<file path="src/sv/art_ram.sv">
// Generic simple dual-port RAM, one write and one registered read per cycle.
`timescale 1ns / 1ps
module art_ram #(
  parameter int WIDTH = 8,
  parameter int DEPTH = 16
) (
  input  logic                     clk,
  input  logic                     we,
  input  logic [$clog2(DEPTH)-1:0] waddr,
  input  logic [WIDTH-1:0]         wdata,
  input  logic [$clog2(DEPTH)-1:0] raddr,
  output logic [WIDTH-1:0]         rdata
);

  logic [WIDTH-1:0] mem [DEPTH];

  always_ff @(posedge clk) begin
    if (we) begin
      mem[waddr] <= wdata;
    end
    rdata <= mem[raddr];
  end

endmodule

</file>
<file path="config.mk">
export PLATFORM = sky130hd
export DESIGN_NAME = art_ram
export DESIGN_NICKNAME = d
export VERILOG_FILES = /design/src/sv/art_ram.sv
export SDC_FILE = /design/constraint.sdc
export NUM_CORES = 1
export LEC_CHECK = 0
export ABC_CLOCK_PERIOD_IN_PS = 1740
export BUFFER_PORTS_ARGS = -buffer_cell sky130_fd_sc_hd__buf_2
export CAP_MARGIN = 25
export CORE_UTILIZATION = 50
export DETAILED_ROUTE_END_ITERATION = 8
export PLACE_DENSITY = 0.7
export SYNTH_ARGS = -nofsm -noshare
export SYNTH_HDL_FRONTEND = slang
export SYNTH_SLANG_ARGS = --single-unit
</file>
<file path="constraint.sdc">
create_clock -name clk -period 1.74 [get_ports clk]
set_input_delay 0.261 -clock clk [delete_from_list [all_inputs] [get_ports clk]]
set_output_delay 0.261 -clock clk [all_outputs]
set_load 0.02 [all_outputs]
</file>
Yosys cells after proc, flatten, opt, wreduce, memory -nomap -nowiden
Memory sizes are Yosys's and may differ from the RTL's. A register that Yosys moved wholly into a read port is not among the register bits.
Cells that the tools add are included.
{"block": "word_totals", "out_inout_bits": 8, "mem_bits_rw": 128, "latchBits": 0, "mem_bits_ro": 0, "wordCells": 3, "reg_bits": 0, "n_memories": 1}
{"block": "classes", "n_reduce_logical": 0, "n_eq_ne": 0, "shifts": 0, "n_addsub": 0, "n_bitwise": 0, "muxes": 2, "multipliers": 0, "order_cmp": 0, "div": 0}
{"memory": "mem", "words": 16, "word_bits": 8, "rd": 1, "rd_clocked_by_memory_dff": 1, "write_ports": 1, "line_no": "15", "text": "logic [WIDTH-1:0] mem [DEPTH];"}
{"op": "1-bit two-way mux", "count": 2}

Logic depth before layout (Yosys ltp)
Gate-level depths: netlist of the first run.
{"block": "logic_depth", "word_depth": 2, "ltp_mapped": 5}

Least setup slack after synthesis of the first run
OpenSTA, ideal clock, no wires.
{"block": "synth_path", "path_type": "input port to flip-flop", "start": "input port waddr[2]", "end": "memory mem[0][0] (enable)", "setup_time_ps": 383, "arrival_ps": 1371, "slack_ps": -14, "path_stages": 2, "cell_sequence": "or3b_2 -> nor3_1"}
{"element": "start, declared", "line_no": "9", "text": "input logic [$clog2(DEPTH)-1:0] waddr,"}
{"element": "end, declared", "line_no": "15"}
No word-level cell before the write port.

==> impl_metrics.ini, run 1 <==
[run_status]
outcome = complete, no violations

[synthesis]
async_reset_ff_share_pct = 0
seq_area_frac_synth_pct = 77.8
synthesis.area_sq_um = 5150
synth_warnings = 0
synth.area.top_cells = edfxtp_1 (75%), mux4_2 (7.9%), mux4_1 (7.1%)
synth.top_cell.area_share_pct = 74.7
synthTopCellsByCount = edfxtp_1 (128), mux4_2 (18), a22oi_1 (16), mux4_1 (14), nor2_1 (13)
ys_types = 19
synth.net_count = 247
avgSynthCellArea_sq_um = 22.5
yosysTopAreaCell = edfxtp_1
synth.ff_latch_count = 136
yosysMostFrequentCell = edfxtp_1
ys_dominant_reg_cell = edfxtp_1
syn_inst = 229
synth_edf_count = 128

[drt]
dr.pass1.iters = 4
drt-total-wl_mm = 8.92
vias_per_cell = 5.57
drtAntennaViolNets = 0
first_iter_violations = 163
wl_per_cell_um = 20.8
dr_total_vias = 2396
drc = 0

[grt]
antenna_found_initial = 0
grt_pass1_wl_mm = 13.6
grt_util_all_layers_pct = 18.8
grt_max_degree = 33
grt_pass1_vias = 2449
globalRoute.totalOverflow = 0

[timing]
slew-limit-headroom_pct = 74.1
fin_tns_setup_ps = 0
hold_viol = 0
worst_pin_slew_ps = 389
grt_setup_unrepaired = no
setup_viol = 0
slew_violations = 0
skew_ps = 4.21
min_period_ps = 1350
finalCritPeriodShare_pct = 77.4
timing.fmax_mhz = 742

[worst_setup_path]
crit_path_start_kind = flop
cp_cell_sequence = mux4_1 > a22oi_1 > nand2_1
cp.arrival_ps = 1750
critical_path_peak_fanout = 1
slowest_stage = mux4_1
critPathTopFamily = multiplexers
crit_type = reg -> reg
crit_buf_inv = 0
cp-end-kind = flop
required_ps = 2140
cpPeakStageDelay_ps = 550

[worst_hold_path]
hold_path_class = in -> reg

[clock_tree]
cts_made_buffers = 17
cts.sink_count = 136
clkTransAtPathRegs_ps = 60
cts_resized = 0
clk_latency_ps = 510
clockBufferDepth = 2
hold_buffers = 0
cts-htree-levels = 4
cts_tree = built
cts-root-buf = clkbuf_8
post_cts_buffers = 0

[cells_and_area]
diodes = 0
area_delta_synth_final_pct = 18.9
stdcell_count = 430
fin_nets = 302
stdcell_area_sq_um = 6120
final_layout_size_suffix_gt1_share_pct = 32.0

[die]
rows = 36
core_area_sq_um = 9860
num_io_pins = 26
die_w_um = 103
initial_core_util_pct = 52.2
die_h_um = 103
dieArea_sq_um = 10700

[job]
maxCapViolations = 0

[power]
cellLeakagePower_uw = 0.00208
p_per_area_nw_per_um2 = 1210
vdd_drop_max_uv = 534

[place]
portBuffers = 25
place_inst = 398
post_dp_cell_area_sq_um = 5550
hpwl_mm = 5.74
gp_congestion = 0.695
path summary, 6_finish.rpt:
path	startpoint	depth (start not counted)	to	slack [ps]
worst min register to register	mem[9][1]$_DFFE_PP_	3	rdata[1]$_DFF_P_	680
worst max-delay path	mem[4][1]$_DFFE_PP_	3	rdata[1]$_DFF_P_	390
worst max register to register	mem[4][1]$_DFFE_PP_	3	rdata[1]$_DFF_P_	390
worst min-delay path	wdata[6]	1	mem[2][6]$_DFFE_PP_	130
power breakdown:
part,switching (uW),internal [uW],total (uW)
logic,207,154,360
registers,22.0,3660,3680
clock network,1320,2040,3350
total,1550,5850,7400
registers in the layout, indices dropped and copies added (netlist names):
| name | cells |
|---|---|
| mem | 128 |
| rdata | 8 |
cell usage in the layout, fill, tap and decap left out, drive strengths merged:
cell type  count
nor3           4
edfxtp       128
inv            2
and2b          1
bufinv         2
nand3          1
buf           46
a22oi         16
nand2          9
and2           1
nor2          13
or3b           1
dfxtp          8
mux4          32
nand3b         2
clkbuf        17
nor2b          1
nand2b         2
clkinv         7
clkinvlp       4
worst register-to-register path, stage by stage (launching register included):
cell and delay [ps]:
edfxtp_1 380, mux4_1 550, a22oi_1 230, nand2_1 80
kinds of logic (layout without fill, tap and decap cells):
group | count (synthesis) | count (layout) | share of synthesized area (%)
muxes | 32 | 32 | 15.0
buffers and inverters | 10 | 78 | 1.68
and+or+nand+nor | 35 | 35 | 3.18
DFF | 136 | 136 | 77.8
AOI/OAI and AO/OA | 16 | 16 | 2.33
metal layers:
metal  vias to the layer above  track usage [%]  part of all wire (%)
li1                       1083                -                     -
met1                      1235             25.1                    45
met2                        68             29.9                    51
met3                        10             5.38                   3.5
met4                         0             6.83                   1.0
met5                         -                0                     0
final cells by class:
type | count | area [sq um]
tap | 133 | 166
timing repair buffer | 46 | 320
fill | 670 | 3740
sequential | 136 | 4000
clock inverter | 15 | 154
multi-input combinational | 83 | 1060
clock buffer | 17 | 414
through the flow:
stage	hold slack (ps)	power [uW]	util, %	setup WS, ps
final	129	7400	62.0	392
after detailed placement	658	4120	56.3	94.5
after floorplan	360	3960	-	213
after global routing	121	7620	62.0	319
after CTS	116	7460	62.0	360
after global placement	644	4110	56.3	123
Power figures use the tool's default switching activity.
==> run 2, diff against run 1 <==
- ABC_AREA: default -> 1
- ABC_CLOCK_PERIOD_IN_PS: 1740 -> 1300
- PLACE_DENSITY: 0.7 -> 0.67
- clock period: 1.74 -> 1.3 ns (I/O delays scaled with it)
==> run 2 against run 1 <==
  * Critical path depth is 2 lower
  * Sequential power is 34% higher
  * Synthesized cell count is 140% higher
  * Global-route usage is 6.6 points higher
  * Register-to-register slack worse by 100 ps
  * Synthesized area is 12% higher
  * Sequential share of layout area is 5.7 points lower
  * Largest cell class unchanged
  * Cell count is 74% higher
==> impl_metrics.ini, run 2 <==
[worst_setup_path]
startpoint = rdata[6]$_DFF_P_
critical_path_peak_fanout = 1
crit_buf_inv = 1
reg2reg_from = mem[3][2]$_DFFE_PP_
crit_type = reg -> out
cp.depth = 1
crit_end = rdata[6]
slowest_stage = dfxtp_1
crit_path_start_kind = flop
cp-end-kind = primary output
cp.arrival_ps = 980
cp_cell_sequence = buf_2
required_ps = 1110
rrSetupSlack_ps = 290
critPathTopFamily = flip-flops
rr_worst_depth = 6
rr_endpoint = rdata[2]$_DFF_P_
cpPeakStageDelay_ps = 370

[die]
num_io_pins = 26
initial_core_util_pct = 52.3
die_h_um = 109
die_w_um = 109
rows = 38
core_area_sq_um = 11000
dieArea_sq_um = 12000

[timing]
worst_slack_ps = 130
min_period_ps = 1170
hold_viol = 0
worst_pin_slew_ps = 381
timing.fmax_mhz = 854
slew_violations = 0
grt_setup_unrepaired = no
setup_viol = 0
fin_tns_setup_ps = 0
skew_ps = 5.51
finalCritPeriodShare_pct = 90.0
slew-limit-headroom_pct = 74.6

[power]
vdd_drop_max_uv = 1160
switching_share_pct = 21.4
p_int_uw = 7820
power_uw = 9950
power_frac_clock_pct = 43.7
p_switching_uw = 2130
power_frac_seq_pct = 49.6
cellLeakagePower_uw = 0.00294
p_per_area_nw_per_um2 = 1480
power_frac_comb_pct = 6.7

[grt]
grt_pass1_wl_mm = 21.1
grtUsageMet3_pct = 4.98
antenna_found_initial = 0
grt_util_all_layers_pct = 25.4
globalRoute.totalOverflow = 0
grtUsageMet2_pct = 40.8
use_met1_pct = 33.4
grt_pass1_vias = 3884
grt_max_degree = 65
grt.busiest_layer = met2

[synthesis]
ys_dominant_reg_cell = edfxtp_1
yosysTopAreaCell = edfxtp_1
synth.ff_latch_count = 136
synthesis.area_sq_um = 5770
avgSynthCellArea_sq_um = 10.5
synth.net_count = 569
synth.area.top_cells = edfxtp_1 (67%), nand2_1 (11%), nand3_1 (8.4%)
yosysMostFrequentCell = nand2_1
synth_edf_count = 128
seq_area_frac_synth_pct = 69.4
ys_types = 12
synthTopCellsByCount = nand2_1 (173), edfxtp_1 (128), inv_1 (100), nand3_1 (97), nor2_1 (17)
synth_warnings = 0
synth.top_cell.area_share_pct = 66.7
syn_inst = 551
async_reset_ff_share_pct = 0

[cells_and_area]
largest_reg_flops = 128
final_layout_size_suffix_gt1_share_pct = 12.6
area_delta_synth_final_pct = 16.3
diodes = 0
largestRegisters = mem x128, rdata x8
fin_nets = 616
largest_register = mem
final_common_cell = nand2_1
final_cell_mix = nand2_1 (173), edfxtp_1 (128), inv_1 (100), nand3_1 (97), buf_2 (25)
stdcell_count = 750
fill_cells = 921

[place]
pre_cts_ws_ps = 39.2
gp_congestion = 0.813
portBuffers = 25
place_inst = 719
hpwl_mm = 8.28

[drt]
dr_total_vias = 3905
drt-total-wl_mm = 13.4
vias_per_cell = 5.21
wl_per_cell_um = 17.9
dr.pass1.iters = 5
drc = 0
drtAntennaViolNets = 0
first_iter_violations = 373

[job]
maxCapViolations = 0

[run_status]
outcome = complete, no violations

[clock_tree]
cts_made_buffers = 17
cts.sink_count = 136
clockBufferDepth = 2
cts-root-buf = clkbuf_16
clkTransAtPathRegs_ps = 60
clk_latency_ps = 420
cts_tree = built
cts-htree-levels = 4
post_cts_buffers = 0
hold_buffers = 0
cts_resized = 0

[worst_hold_path]
hold_path_class = in -> reg
-- run 2: changes by cell type in the layout (fill, tap and decap cells not counted), moves of 8 or more --
cell      change
nand2_1     +164
inv_1       +100
nand3_1      +96
mux4_2       -18
a22oi_1      -16
mux4_1       -14
clkbuf_1      +8
-- run 2: power by group through the flow --
stage	Combinational [uW]	Clock (uW)	Sequential, uW
final	666	4340	4940
after detailed placement	665	0	5030
after floorplan	346	0	5050
after global placement	656	0	5030
after CTS	670	4380	4940
after global routing	740	4550	4940
-- run 2: logic make-up after synthesis --
logic type	after synthesis	synth area share [%]
buffers and inverters	126	9.52
and+or+nand+nor	289	21.0
DFF	136	69.4
-- run 2: worst register-to-register path: cells and delay by family (launching register included) --
| family | cells | cell delay (ps) |
|---|---|---|
| and+or+nand+nor | 5 | 480 |
| DFF | 1 | 360 |
| buffers and inverters | 1 | 60 |
-- run 2: metal layers --
layer | up-vias | share of wire, % | routed length, um
met3 | 28 | 7.6 | 1020
li1 | 1867 | - | -
met2 | 154 | 48 | 6430
met1 | 1856 | 42 | 5610
met4 | 0 | 2.6 | 347
met5 | - | 0 | 0
-- run 2: worst min path at each step --
stage / slack (ps) / cells past startpoint / to / from
5_1_grt: 200 / 1 / mem[3][6]$_DFFE_PP_ / wdata[6]
3_3_place_gp: 610 / 1 / rdata[0] / rdata[0]$_DFF_P_
2_1_floorplan: 290 / 0 / mem[0][0]$_DFFE_PP_ / wdata[0]
6_report: 200 / 1 / mem[3][6]$_DFFE_PP_ / wdata[6]
4_1_cts: 200 / 1 / mem[3][6]$_DFFE_PP_ / wdata[6]
3_5_place_dp: 610 / 1 / rdata[0] / rdata[0]$_DFF_P_
-- run 2: cell type report --
cell class                 count  area, sq um  area share (%)
clock buffer                  27          483            7.20
clock inverter                 4         45.0           0.672
inverter                     102          383            5.71
multi-input combinational    289         1210            18.1
sequential                   136         4000            59.7
tap                          140          175            2.61
timing repair buffer          52          403            6.01
-- run 2: stage by stage --
step / cell area (sq um) / util, % / hold WS, ps
global route: 6710 / 60.8 / 202
floorplan: 5770 / - / 294
global placement: 6180 / 56.0 / 610
detailed placement: 6180 / 56.0 / 613
finish: 6710 / 60.8 / 203
CTS: 6710 / 60.8 / 199
==> run 3, diff against run 2 <==
--- a/config.mk
+++ b/config.mk
@@ -10,7 +10,9 @@
 export BUFFER_PORTS_ARGS = -buffer_cell sky130_fd_sc_hd__buf_2
 export CAP_MARGIN = 25
+export CORE_MARGIN = 2
 export CORE_UTILIZATION = 50
 export DETAILED_ROUTE_END_ITERATION = 8
 export PLACE_DENSITY = 0.67
+export SLEW_MARGIN = 20
 export SYNTH_ARGS = -nofsm -noshare
 export SYNTH_HDL_FRONTEND = slang
==> constraint.sdc (replaced) <==
create_clock -name clk -period 1.3 [get_ports clk]
set_input_delay 0.325 -clock clk [delete_from_list [all_inputs] [get_ports clk]]
set_output_delay 0.325 -clock clk [all_outputs]
set_load 0.02 [all_outputs]
==> run 3 against run 2 <==
  * Power up 8.8%
  * Final area up 2.0%
  * Via count decreased by 1.2%
  * First-iteration DRC count decreased by 8.8%
  * Fmax shrank 8.4%
  * Count of clock-buffer cells in the layout shrank 7
  * Register-to-register slack about the same
  * Highest routed layer unchanged
  * Combinational power about the same
  * Worst setup slack lost 110 ps
  * Non-clock buffer count is the same
  * Clock skew up 1.6 ps
  * Flip-flop and latch count stayed put
==> impl_metrics.ini, run 3 (synthesis gave the netlist of run 2 again) <==
[run_status]
outcome = complete, no violations

[grt]
grt_pass1_vias = 3714
grt_pass1_wl_mm = 20.0
grt_util_all_layers_pct = 21.6
globalRoute.totalOverflow = 0
antenna_found_initial = 0
grt_max_degree = 47

[worst_setup_path]
crit_path_start_kind = flop
crit_type = reg -> out
critical_path_peak_fanout = 1
cp-end-kind = primary output
startpoint = rdata[4]$_DFF_P_
rrSetupSlack_ps = 300
slowest_stage = dfxtp_1
crit_buf_inv = 1
cp.arrival_ps = 950
rr_worst_depth = 6
critPathTopFamily = flip-flops
cp_cell_sequence = buf_4
cpPeakStageDelay_ps = 380
reg2reg_from = mem[8][1]$_DFFE_PP_
rr_endpoint = rdata[1]$_DFF_P_
required_ps = 980

[cells_and_area]
final_layout_size_suffix_gt1_share_pct = 13.9
largestRegisters = mem x128, rdata x8
area_delta_synth_final_pct = 18.6
largest_register = mem
stdcell_area_sq_um = 6840
diodes = 0
fin_nets = 616
final_common_cell = nand2_1
final_cell_mix = nand2_1 (173), edfxtp_1 (128), inv_1 (100), nand3_1 (97)
largest_reg_flops = 128

[clock_tree]
cts-htree-levels = 4
cts.sink_count = 136
clkTransAtPathRegs_ps = 60
clockBufferDepth = 2
cts_made_buffers = 17
cts-root-buf = clkbuf_16
post_cts_buffers = 0
cts_tree = built
clk_latency_ps = 410

[timing]
hold_viol = 0
slew-limit-headroom_pct = 74.9
skew_ps = 7.10
min_period_ps = 1280
finalCritPeriodShare_pct = 98.3
grt_setup_unrepaired = no
setup_viol = 0
hold_ws_ps = 327
slew_violations = 0
worst_pin_slew_ps = 376
fin_tns_setup_ps = 0
timing.fmax_mhz = 782

[worst_hold_path]
holdCritStartpoint = wdata[2]
hold_path_class = in -> reg
whs_path_depth = 1
holdPathEnd = mem[1][2]$_DFFE_PP_

[drt]
dr_total_vias = 3860
wl_per_cell_um = 16.9
drc = 0
drtAntennaViolNets = 0
dr.pass1.iters = 4
first_iter_violations = 340
drt-total-wl_mm = 12.7
vias_per_cell = 5.12

[place]
post_dp_cell_area_sq_um = 6180
portBuffers = 25
gp_congestion = 0.856
hpwl_mm = 7.86

[die]
rows = 39
core_area_sq_um = 11300
initial_core_util_pct = 50.9
num_io_pins = 26
die_w_um = 111
dieArea_sq_um = 12400
die_h_um = 111

[power]
vdd_drop_max_uv = 1010
cellLeakagePower_uw = 0.00300
p_per_area_nw_per_um2 = 1580

[job]
maxCapViolations = 0
[run 3: changes by cell type in the layout (fill, tap and decap cells not counted)]
cell and change:
bufinv_16 +4, clkbuf_1 -7, buf_2 -2, buf_4 +2
clkinv_4 +2, clkinvlp_4 +2
[run 3: worst register-to-register path: stages, from the launching register on]
cell and delay (ps):
edfxtp_1 370, inv_1 70, nand2_1 60, nand3_1 80
nand3_1 110, nand3_1 140, nand2_1 70
[run 3: what timing repair did]
item                                   in CTS  in global routing
setup endpoints to repair                   2                  0
endpoints found under the hold margin       0                  0
hold buffers                                0                  0
resized for setup                           2                  0
[run 3: metrics by stage]
stage | utilization (%) | total power [uW] | std cells | setup WS, ps
global route | 60.4 | 11200 | 754 | 0.266
CTS | 60.4 | 10900 | 754 | 15.3
detailed placement | 54.6 | 5690 | 722 | -99.6
floorplan | - | 5400 | 551 | 24.2
global placement | 54.6 | 5670 | 722 | -80.8
finish | 60.4 | 10800 | 754 | 21.8
[run 3: final cells by class]
cell class	instances	area (sq um)
clock inverter	12	198
sequential	136	4000
timing repair buffer	52	408
tap	143	179
inverter	102	383
fill	908	4480
multi-input combinational	289	1210
clock buffer	20	457
[run 3: how the worst max path moves through the flow]
stage / to / slack, ps / cells after the start
finish: rdata[4] / 20 / 1
floorplan: mem[4][0]$_DFFE_PP_ / 20 / 2
global route: rdata[4] / 0.3 / 1
CTS: rdata[4] / 20 / 1
global placement: rdata[2]$_DFF_P_ / -80 / 8
detailed placement: rdata[1]$_DFF_P_ / -100 / 8
[run 3: where the power goes]
part	internal, uW	switching [uW]
Sequential	4900	34.7
Combinational	212	453
Clock	3500	1730
Total	8610	2210
[run 3: per-layer routing]
metal,GRT usage [%],wire length (um),up-vias
met5,0,0,-
met4,7.49,134,0
met3,4.14,598,14
met2,36.2,6660,118
met1,28.6,5330,1863
li1,-,-,1865
